<file path="config.mk">
export PLATFORM = sky130hd
export DESIGN_NAME = smam_ram
export DESIGN_NICKNAME = d
export VERILOG_FILES = /design/src/rtl/smam_ram.sv
export SDC_FILE = /design/constraint.sdc
export NUM_CORES = 2
export LEC_CHECK = 0
export BUFFER_PORTS_ARGS = -buffer_cell sky130_fd_sc_hd__buf_2
export CAP_MARGIN = 20
export CORE_UTILIZATION = 57
export DETAILED_ROUTE_END_ITERATION = 10
export PLACE_DENSITY = 0.72
export SETUP_SLACK_MARGIN = 0.02
export SLEW_MARGIN = 20
export SYNTH_ARGS = -nofsm -noshare
export SYNTH_HDL_FRONTEND = slang
export SYNTH_SLANG_ARGS = --single-unit
</file>
<file path="constraint.sdc">
create_clock -name i_clk -period 4.6 [get_ports i_clk]
set_input_delay 0.46 -clock i_clk [delete_from_list [all_inputs] [get_ports i_clk]]
set_output_delay 0.46 -clock i_clk [all_outputs]
set_load 0.005 [all_outputs]
</file>
<file path="src/rtl/smam_ram.sv">
// ----------------------------------------------------------------------------
// smam_ram
// simple dual-port ram, one write and one registered read per cycle
// ----------------------------------------------------------------------------
`default_nettype none

module smam_ram #(
    parameter int WIDTH = 32,
    parameter int DEPTH = 64
) (
    input  logic                     i_clk,
    input  logic                     i_we,
    input  logic [$clog2(DEPTH)-1:0] i_waddr,
    input  logic [WIDTH-1:0]         i_wdata,
    input  logic [$clog2(DEPTH)-1:0] i_raddr,
    output logic [WIDTH-1:0]         o_rdata
);

    logic [WIDTH-1:0] r_mem [DEPTH];

    always_ff @(posedge i_clk) begin
        if (i_we) begin
            r_mem[i_waddr] <= i_wdata;
        end
    end

    always_ff @(posedge i_clk) begin
        o_rdata <= r_mem[i_raddr];
    end

endmodule

`default_nettype wire

</file>
==> flow_summary.toml <==
[clock_network]
holdBufCountCts = 0
htree_num_levels = 4
cts-buffers-inserted = 194
clock_latency_ns = 0.83
clockBufferDepth = 3
cts.sinks = 2080
cts.repair.resized = 0
clkTransAtPathRegs_ns = 0.06
ctsRootBufferMaster = "clkbuf_16"
cts_tree = "yes"
post_cts_buffers = 0

[setup_path]
cpMostUsedCell = "mux4_2"
worstSetupStartpointType = "input port"
reg2reg_slack_ns = 2.10
endpoint_kind = "register"
crit_path_top_delay_cell = "o22ai_1"
r2r-end = "o_rdata[7]"
criticalPathCategory = "input port to register"
path_delay_family = "multiplexers"
crit_path_max_fanout = 64
critPathMaxStageDelay_ns = 0.77
cp.arrival_ns = 3.69
worst_ep_required_time_ns = 5.25
worstPathCellList = "buf_8 > buf_12 > mux4_2 > mux4_2 > o22ai_1 > nor2_1"
reg2reg_depth = 4
r2r_start = "r_mem[46][7]"
critPathBufInv = 2

[layout]
drive_gt1_frac = 0.3006
fin_cells = 5516
finalNetCount = 3610
fill_cells = 8392
fin_util = 0.6515
stdcell_area_um2 = 88690
final_common_cell = "edfxtp_1"
area_growth_pct = 12.96
final_cell_mix = "edfxtp_1 (2048), mux4_2 (544), clkbuf_16 (195)"

[place]
io_buffer_count = 77
dp_slack_ns = 0.7072
post_dp_cell_area_um2 = 82300
place_inst = 5146
finalWeightedCongestion = 0.8594
dp_hpwl_um = 111300

[worst_hold_path]
hold_path_depth = 1
hp-class = "input port to register"
whs_endpoint = "r_mem[10][11]"
min_from = "i_wdata[11]"

[grt]
grt_max_degree = 87
antenna_found_initial = 6
overflow = 0
track_usage = 0.2846
grt_pass1_wl_um = 277900
grt_pass1_vias = 38340

[yosys]
synth_nets = 3370
ys_warn_count = 0
yosysSeqAreaShare = 0.7914
yosysTopAreaCell = "edfxtp_1"
synth_edf_count = 2048
synth_top_area_frac = 0.7833
synthFlopType = "edfxtp_1"
synth_cell_types = 34
async_reset_ff_frac = 0
avgSynthCellArea_um2 = 23.62
synthTopCellsByArea = "edfxtp_1 (78%), mux4_2 (16%), mux2i_1 (1.2%)"
ys_seq_elements = 2080
synthCells = 3324
netlist_area_um2 = 78520

[die]
fp.dieW_um = 373.1
die_area_um2 = 139200
pin_count = 78
die_h_um = 373.1
rows = 135
core_um2 = 136100
start_util = 0.5767

[sta]
rsz0062_at_grt = "false"
clock_skew_ns = 0.02744
fin_tns_setup_ns = 0
final_max_slew_viol_count = 0
finalSetupViolCount = 0
fin_ws_ns = 1.560
period_share = 0.6608
clock.fmax_mhz = 329.0
hold_viol_final = 0
worst_slew_pin_slew_ns = 1.110
period_needed_ns = 3.040
slew_headroom = 0.2583

[routing]
wl_um = 195200
ant_nets = 0
drc_errors = 0
viasPerCell = 6.873
drt_iter0_drc = 5518
first_pass_iters = 6
via_count = 37910
wire_per_inst_um = 35.38

[power_and_ir_drop]
power_density_nw_per_um2 = 436.0
ir_worst_vdd_mv = 0.4420
power.leakage_nw = 27.66

[run_status]
status = "finished clean"

[run]
cap_viol_max_count = 0
-- synthesized netlist by cell type, types with 12 or more instances --
cell type	number
o221ai_1	27
dfxtp_1	32
o22ai_1	84
mux4_2	544
buf_2	57
buf_1	21
nor2_1	137
a22oi_1	12
edfxtp_1	2048
clkbuf_1	74
nand2_1	26
buf_4	25
nor2b_1	15
a21oi_1	62
mux2i_1	93
-- worst max-delay path by stage --
| stage | depth (start not counted) | end | from |
|---|---|---|---|
| after floorplan | 4 | r_mem[48][0] | i_waddr[3] |
| after global placement | 6 | o_rdata[28] | i_raddr[0] |
| after detailed placement | 6 | o_rdata[28] | i_raddr[0] |
| after CTS | 6 | o_rdata[28] | i_raddr[0] |
| after global routing | 6 | o_rdata[7] | i_raddr[0] |
| final | 6 | o_rdata[7] | i_raddr[0] |
-- layout make-up --
type | instances | area, um2 | area share
tap | 1781 | 2228 | 0.02513
antenna | 3 | 7.507 | 0.00008464
sequential | 2080 | 62140 | 0.7006
clock buffer | 253 | 5228 | 0.05894
multi-input combinational | 1062 | 15970 | 0.1800
timing repair buffer | 226 | 2082 | 0.02347
clock inverter | 111 | 1039 | 0.01171
-- stage by stage --
step | hold WS (ns) | power [mW]
detailed placement | 0.7415 | 23.36
global placement | 0.7139 | 23.30
CTS | 0.02147 | 38.81
floorplan | 0.5589 | 22.44
finish | 0.05904 | 38.67
global route | 0.04535 | 39.61
-- power breakdown --
| group | internal (mW) | switching (mW) |
|---|---|---|
| Sequential | 21.0 | 0.112 |
| Clock | 8.79 | 6.91 |
| Combinational | 0.712 | 1.16 |
-- cells by family after synthesis --
family | after synthesis | synth area share
and+or+nand+nor | 223 | 0.01265
AOI/OAI and AO/OA | 202 | 0.01673
muxes | 637 | 0.1679
DFF | 2080 | 0.7914
buffers and inverters | 182 | 0.01128
-- flip-flops by register name, indices dropped and copies added, names as in the netlist --
register	count
o_rdata	32
r_mem	2048
-- routing by layer --
metal  GRT usage  wire, um
met4      0.1108      7870
met1      0.4039     73730
met2      0.4435     93920
met5           0        25
met3     0.05629     19610
Note: power is estimated with default switching activity, not from simulation.
