### config.mk
export PLATFORM = sky130hd
export DESIGN_NAME = smam_engine
export DESIGN_NICKNAME = d
export VERILOG_FILES = /design/src/rtl/smam_pkg.sv /design/src/rtl/smam_engine.sv
export SDC_FILE = /design/constraint.sdc
export NUM_CORES = 2
export LEC_CHECK = 0
export BUFFER_PORTS_ARGS = -buffer_cell sky130_fd_sc_hd__buf_2
export CORE_MARGIN = 3
export CORE_UTILIZATION = 35
export CTS_CLUSTER_SIZE = 12
export DETAILED_ROUTE_END_ITERATION = 16
export PLACE_DENSITY = 0.5
export SETUP_SLACK_MARGIN = 0.1
export SLEW_MARGIN = 20
export SYNTH_ARGS = -nofsm -noshare
export SYNTH_HDL_FRONTEND = slang
export SYNTH_SLANG_ARGS = --single-unit
### constraint.sdc
create_clock -name i_clk -period 13 [get_ports i_clk]
set_input_delay 1.95 -clock i_clk [delete_from_list [all_inputs] [get_ports i_clk]]
set_output_delay 1.95 -clock i_clk [all_outputs]
set_load 0.02 [all_outputs]
### src/rtl/smam_pkg.sv
// ----------------------------------------------------------------------------
// smam_pkg
// shared constants, types and helpers of the small matrix add/sub/mult core
// ----------------------------------------------------------------------------
`default_nettype none

package smam_pkg;

    localparam int MAX_DIM    = 8;
    localparam int DATA_WIDTH = 32;
    localparam int IDX_W      = (MAX_DIM > 1) ? $clog2(MAX_DIM) : 1;
    localparam int DEPTH      = MAX_DIM * MAX_DIM;
    localparam int ADDR_W     = $clog2(DEPTH);
    localparam int DIM_W      = 4;
    localparam int FIELD_W    = 3;
    localparam int OUT_W      = 32;
    localparam int CFG_IDX_W  = 3;

    localparam logic [FIELD_W-1:0] FN_STORE_A = 3'd0;
    localparam logic [FIELD_W-1:0] FN_STORE_B = 3'd1;
    localparam logic [FIELD_W-1:0] FN_ADD     = 3'd2;
    localparam logic [FIELD_W-1:0] FN_SUB     = 3'd3;
    localparam logic [FIELD_W-1:0] FN_MUL     = 3'd4;

    localparam logic [CFG_IDX_W-1:0] CFG_A_ROWS = 3'd0;
    localparam logic [CFG_IDX_W-1:0] CFG_A_COLS = 3'd1;
    localparam logic [CFG_IDX_W-1:0] CFG_B_ROWS = 3'd2;
    localparam logic [CFG_IDX_W-1:0] CFG_B_COLS = 3'd3;

    typedef logic [IDX_W-1:0]             t_idx;
    typedef logic [ADDR_W-1:0]            t_addr;
    typedef logic signed [DATA_WIDTH-1:0] t_data;
    typedef logic [DIM_W-1:0]             t_dim;

    typedef struct packed {
        t_dim a_rows;
        t_dim a_cols;
        t_dim b_rows;
        t_dim b_cols;
    } t_dims;

    typedef struct packed {
        logic  we;
        t_addr waddr;
        t_data wdata;
        t_addr raddr;
    } t_ram_req;

    typedef enum logic [1:0] {
        ST_IDLE,
        ST_ISSUE,
        ST_WAIT,
        ST_ERR
    } t_state;

    function automatic t_addr elem_addr(t_idx r, t_idx c);
        return ADDR_W'(r) * ADDR_W'(MAX_DIM) + ADDR_W'(c);
    endfunction

    function automatic logic dim_ok(t_dim d);
        return (int'(d) >= 1) && (int'(d) <= MAX_DIM);
    endfunction

    function automatic logic idx_in_range(logic [FIELD_W-1:0] v);
        return int'(v) < MAX_DIM;
    endfunction

endpackage

`default_nettype wire

### src/rtl/smam_engine.sv
// ----------------------------------------------------------------------------
// smam_engine
// request decode, element sequencer, read/arith/accumulate pipeline, output reg
// ----------------------------------------------------------------------------
`default_nettype none

module smam_engine (
    input  logic                            i_clk,
    input  logic                            i_rst_n,
    input  logic                            i_in_valid,
    output logic                            o_in_ready,
    input  logic [smam_pkg::FIELD_W-1:0]    i_func,
    input  logic [smam_pkg::FIELD_W-1:0]    i_elem_row,
    input  logic [smam_pkg::FIELD_W-1:0]    i_elem_col,
    input  logic signed [smam_pkg::OUT_W-1:0] i_elem_value,
    input  smam_pkg::t_dims                 i_dims,
    output smam_pkg::t_ram_req              o_ram_a,
    output smam_pkg::t_ram_req              o_ram_b,
    input  smam_pkg::t_data                 i_rdata_a,
    input  smam_pkg::t_data                 i_rdata_b,
    output logic                            o_out_valid,
    input  logic                            i_out_ready,
    output logic [smam_pkg::FIELD_W-1:0]    o_out_row,
    output logic [smam_pkg::FIELD_W-1:0]    o_out_col,
    output logic signed [smam_pkg::OUT_W-1:0] o_out_value,
    output logic                            o_size_error,
    output logic                            o_last
);

    import smam_pkg::*;

    t_state r_state, n_state;

    logic w_accept, w_is_run, w_is_mult, w_err;
    logic w_issue, w_out_free, w_load_data, w_load_err;
    logic w_elem_last, w_k_last;
    t_dim w_nc, w_nk;

    t_idx r_i, r_j, r_k, r_last_i, r_last_j, r_last_k;
    logic r_mult, r_sub;

    logic  r_v1, r_first1, r_lastk1;
    logic  r_v2, r_first2, r_lastk2;
    logic  r_acc_done;
    t_data r_prod, r_acc;
    t_data w_mul;

    assign w_accept  = i_in_valid && o_in_ready;
    assign w_is_mult = (i_func == FN_MUL);
    assign w_is_run  = (i_func == FN_ADD) || (i_func == FN_SUB) || (i_func == FN_MUL);

    always_comb begin
        if (w_is_mult) begin
            w_err = !dim_ok(i_dims.a_rows) || !dim_ok(i_dims.a_cols)
                 || !dim_ok(i_dims.b_cols) || (i_dims.a_cols != i_dims.b_rows);
            w_nc  = i_dims.b_cols;
            w_nk  = i_dims.a_cols;
        end else begin
            w_err = !dim_ok(i_dims.a_rows) || !dim_ok(i_dims.a_cols)
                 || (i_dims.a_rows != i_dims.b_rows) || (i_dims.a_cols != i_dims.b_cols);
            w_nc  = i_dims.a_cols;
            w_nk  = DIM_W'(1);
        end
    end

    assign w_k_last    = (r_k == r_last_k);
    assign w_elem_last = (r_i == r_last_i) && (r_j == r_last_j);
    assign w_out_free  = !o_out_valid || i_out_ready;

    // next state
    always_comb begin
        n_state = r_state;
        case (r_state)
            ST_IDLE: begin
                if (w_accept && w_is_run) begin
                    n_state = w_err ? ST_ERR : ST_ISSUE;
                end
            end
            ST_ISSUE: begin
                if (w_k_last) begin
                    n_state = ST_WAIT;
                end
            end
            ST_WAIT: begin
                if (r_acc_done && w_out_free) begin
                    n_state = w_elem_last ? ST_IDLE : ST_ISSUE;
                end
            end
            ST_ERR: begin
                if (w_out_free) begin
                    n_state = ST_IDLE;
                end
            end
            default: n_state = ST_IDLE;
        endcase
    end

    // state outputs
    always_comb begin
        o_in_ready  = 1'b0;
        w_issue     = 1'b0;
        w_load_data = 1'b0;
        w_load_err  = 1'b0;
        case (r_state)
            ST_IDLE:  o_in_ready  = 1'b1;
            ST_ISSUE: w_issue     = 1'b1;
            ST_WAIT:  w_load_data = r_acc_done && w_out_free;
            ST_ERR:   w_load_err  = w_out_free;
            default:  o_in_ready  = 1'b0;
        endcase
    end

    always_comb begin
        o_ram_a.we    = w_accept && (i_func == FN_STORE_A)
                     && idx_in_range(i_elem_row) && idx_in_range(i_elem_col);
        o_ram_a.waddr = elem_addr(IDX_W'(i_elem_row), IDX_W'(i_elem_col));
        o_ram_a.wdata = DATA_WIDTH'(i_elem_value);
        o_ram_a.raddr = elem_addr(r_i, r_mult ? r_k : r_j);

        o_ram_b.we    = w_accept && (i_func == FN_STORE_B)
                     && idx_in_range(i_elem_row) && idx_in_range(i_elem_col);
        o_ram_b.waddr = o_ram_a.waddr;
        o_ram_b.wdata = o_ram_a.wdata;
        o_ram_b.raddr = r_mult ? elem_addr(r_k, r_j) : elem_addr(r_i, r_j);
    end

    assign w_mul = i_rdata_a * i_rdata_b;

    always_ff @(posedge i_clk) begin
        if (!i_rst_n) begin
            r_state    <= ST_IDLE;
            r_v1       <= 1'b0;
            r_v2       <= 1'b0;
            r_acc_done <= 1'b0;
            o_out_valid <= 1'b0;
            r_i        <= '0;
            r_j        <= '0;
            r_k        <= '0;
            r_last_i   <= '0;
            r_last_j   <= '0;
            r_last_k   <= '0;
            r_mult     <= 1'b0;
            r_sub      <= 1'b0;
        end else begin
            r_state <= n_state;
            r_v1    <= w_issue;
            r_v2    <= r_v1;

            if (w_load_data) begin
                r_acc_done <= 1'b0;
            end else if (r_v2 && r_lastk2) begin
                r_acc_done <= 1'b1;
            end

            if (w_load_data || w_load_err) begin
                o_out_valid <= 1'b1;
            end else if (i_out_ready) begin
                o_out_valid <= 1'b0;
            end

            if (w_accept && w_is_run) begin
                r_i      <= '0;
                r_j      <= '0;
                r_k      <= '0;
                r_mult   <= w_is_mult;
                r_sub    <= (i_func == FN_SUB);
                r_last_i <= IDX_W'(i_dims.a_rows - DIM_W'(1));
                r_last_j <= IDX_W'(w_nc - DIM_W'(1));
                r_last_k <= IDX_W'(w_nk - DIM_W'(1));
            end else if (w_issue) begin
                r_k <= w_k_last ? '0 : r_k + 1'b1;
            end else if (w_load_data) begin
                if (r_j == r_last_j) begin
                    r_j <= '0;
                    r_i <= r_i + 1'b1;
                end else begin
                    r_j <= r_j + 1'b1;
                end
            end
        end
    end

    // pipeline payload
    always_ff @(posedge i_clk) begin
        r_first1 <= (r_k == '0);
        r_lastk1 <= w_k_last;
        r_first2 <= r_first1;
        r_lastk2 <= r_lastk1;

        if (r_mult) begin
            r_prod <= w_mul;
        end else if (r_sub) begin
            r_prod <= i_rdata_a - i_rdata_b;
        end else begin
            r_prod <= i_rdata_a + i_rdata_b;
        end

        if (r_v2) begin
            r_acc <= r_first2 ? r_prod : r_acc + r_prod;
        end

        if (w_load_data) begin
            o_out_row    <= FIELD_W'(r_i);
            o_out_col    <= FIELD_W'(r_j);
            o_out_value  <= OUT_W'(r_acc);
            o_size_error <= 1'b0;
            o_last       <= w_elem_last;
        end else if (w_load_err) begin
            o_out_row    <= '0;
            o_out_col    <= '0;
            o_out_value  <= '0;
            o_size_error <= 1'b1;
            o_last       <= 1'b1;
        end
    end

endmodule

`default_nettype wire

==> run_results.csv <==
group,metric,value,unit
critical_path,cp_max_fo,34,
critical_path,cp-end-kind,"flop",
clock_network,cts_buffers,17,
clock_network,post_cts_resize_count,0,
sta,max_freq,109.8,MHz
worst_hold_path,min_path_type,"reg -> reg",
sta,setup_viol,0,
critical_path,crit_start,"i_rdata_b[2]",
sta,fin_crit,9106,ps
finish,final_common_cell,"inv_1",
critical_path,r2r-end,"r_prod[31]$_DFF_P_",
finish,design_area,27480,sq um
critical_path,endpoint,"r_prod[31]$_DFF_P_",
global_routing,first_global_vias,20550,
finish,layout-drive-gt1-share,7.773,%
synth,synth_edf_count,71,
critical_path,cpPeakStageDelay,560,ps
routing,wl_per_cell,19.62,um
critical_path,slowest_stage,"buf_2",
routing,num_vias,19090,
critical_path,r2r-start,"r_sub$_SDFFE_PN0P_",
sta,grt_setup_unrepaired,"false",
critical_path,r2r_slack,9070,ps
sta,finalHoldViolCount,0,
clock_network,cts_root_buffer,"clkbuf_16",
die,start_util,35.46,%
die,placementRows,99,
sta,finalCritPeriodShare,70.05,%
status,outcome,"complete, no violations",
critical_path,path_common_cell,"fa_1",
routing,finalWirelength,74920,um
global_routing,gr-usage-all-layers,19.66,%
place,dp_hpwl,59730,um
die,die_area,77480,sq um
global_routing,grt_overflow_total,0,
synth,synth_nets,3636,
die,io_pins,257,
critical_path,required,13290,ps
routing,via_per_inst,5.000,
clock_network,cts_setup_buffers,0,
synth,syn_area_per_cell,9.017,sq um
synth,postSynthCellCount,2879,
sta,clock-skew-final,8.817,ps
critical_path,rr_worst_depth,14,
routing,drtAntennaViolNets,0,
global_routing,grt_pass1_wl,118300,um
clock_network,cts_sinks,134,
flow_run,maxCapViolations,0,
die,chipWidth,278.4,um
clock_network,clk_pin_slew,60,ps
place,io_buffers,142,
critical_path,cp_num_buf_inv,5,
synth,async_flop_share,0,%
critical_path,startpoint_type,"input pin",
clock_network,h-tree-depth,4,
synth,synth_area,25960,sq um
place,place_congestion,0.8774,
sta,worst_pin_slew,942.3,ps
die,core,73210,sq um
finish,final_nets,3600,
critical_path,cpLargestDelayFamily,"adder cells",
synth,ys_types,79,
sta,relSlewSlack,36.95,%
sta,setup_ws,3894,ps
global_routing,antenna_found_initial,6,
routing,drt_first_pass_iters,5,
critical_path,path_class,"in -> reg",
clock_network,cts_tree,"built",
place,place_ws,3452,ps
synth,yosysSeqAreaShare,13.07,%
clock_network,clk_latency,420,ps
critical_path,arrival,9390,ps
sta,final-max-slew-violation-count,0,
synth,ys.flop_type,"edfxtp_1",
clock_network,holdBufCountCts,0,
synth,yosysWarnings,0,
finish,final_cell_mix,"inv_1 (454), fa_1 (410), and2_1 (390)",
synth,ys_ff_latch,134,
routing,drt_iter0_drc,1082,
worst_hold_path,hp-start,"r_first1$_DFF_P_",
clock_network,clockBufferDepth,2,
sta,fin_tns_setup,0,ps
die,die_y,278.4,um
finish,area_growth,5.832,%
global_routing,grt_max_degree,67,
routing,drc,0,
place,place_area,26880,sq um
critical_path,crit_cells,25,
-- worst min path at each step --
| stage | slack (ps) | to | cells past startpoint |
|---|---|---|---|
| finish | 330 | r_first2$_DFF_P_ | 0 |
| CTS | 330 | r_first2$_DFF_P_ | 0 |
| global route | 330 | r_first2$_DFF_P_ | 0 |
| floorplan | 310 | r_first2$_DFF_P_ | 0 |
| global placement | 310 | r_lastk2$_DFF_P_ | 0 |
| detailed placement | 320 | r_first2$_DFF_P_ | 0 |
-- cell usage after synthesis, drive strengths merged (7+ instances only) --
master | instances | area share (%)
nor4 | 11 | 0.32
nor2 | 94 | 1.4
xnor2 | 138 | 4.7
o211ai | 8 | 0.25
clkbuf | 125 | 1.8
o211a | 8 | 0.31
inv | 454 | 6.6
o31ai | 10 | 0.29
nand3 | 28 | 0.54
nand2 | 276 | 4.0
ha | 222 | 11
a31oi | 9 | 0.24
and2 | 390 | 9.4
or3 | 7 | 0.17
mux2i | 12 | 0.46
o21ai | 87 | 1.7
edfxtp | 71 | 8.2
o21a | 11 | 0.32
o21bai | 10 | 0.29
nand4 | 7 | 0.17
buf | 82 | 2.3
mux2 | 7 | 0.30
nor2b | 19 | 0.46
fa | 410 | 32
a211oi | 13 | 0.41
nor3 | 29 | 0.56
nand2b | 21 | 0.51
a21oi | 99 | 1.9
xor2 | 47 | 1.6
dfxtp | 63 | 4.9
and3 | 8 | 0.19
a21o | 34 | 0.98
-- kinds of logic (layout without fill, tap and decap cells) --
kind of cell	after synthesis	in the layout	share of synthesized area [%]
simple gates	916	916	18.56
buf+inv	661	638	10.69
fa+ha+maj	632	632	42.32
compound gates	332	332	8.323
xor+xnor	185	185	6.270
flops	134	134	13.07
mux	19	19	0.7663
other cells	0	3	0
-- routing by layer --
metal  routed length, um  vias up  GRT usage, %
met2               34080      519         31.87
met3                3962       90         2.718
met1               35360     9618         27.85
li1                    -     8864             -
met5                   0        -             0
met4                1510        0         4.725
-- per-stage QoR --
| step | util (%) | hold slack, ps | cells |
|---|---|---|---|
| floorplan | - | 309.6 | 2879 |
| global placement | 36.72 | 313.3 | 3783 |
| detailed placement | 36.72 | 315.3 | 3783 |
| CTS | 37.51 | 329.0 | 3815 |
| global route | 37.52 | 331.6 | 3816 |
| finish | 37.53 | 326.6 | 3818 |
-- registers in the layout (all words and copies together) (netlist names), 3 cells and up --
signal and flops:
r_acc 32, o_out_col 3, r_prod 32, r_k 3, r_j 3, r_last_j 3, r_last_i 3, r_last_k 3
o_out_row 3, o_out_value 32, r_i 3
-- area by class of cell --
| class | instances | area [sq um] |
|---|---|---|
| clock buffers | 19 | 475.5 |
| inverters | 454 | 1704 |
| diodes | 3 | 7.507 |
| flip-flops and latches | 134 | 3396 |
| fillers | 7490 | 45730 |
| well taps | 959 | 1200 |
| repair buffers | 152 | 785.8 |
| multi-input cells | 2084 | 19800 |
| clock inverters | 13 | 106.4 |
Power is not shown: default switching activity piles up to over one toggle a cycle in this logic, so the estimate is an artifact.
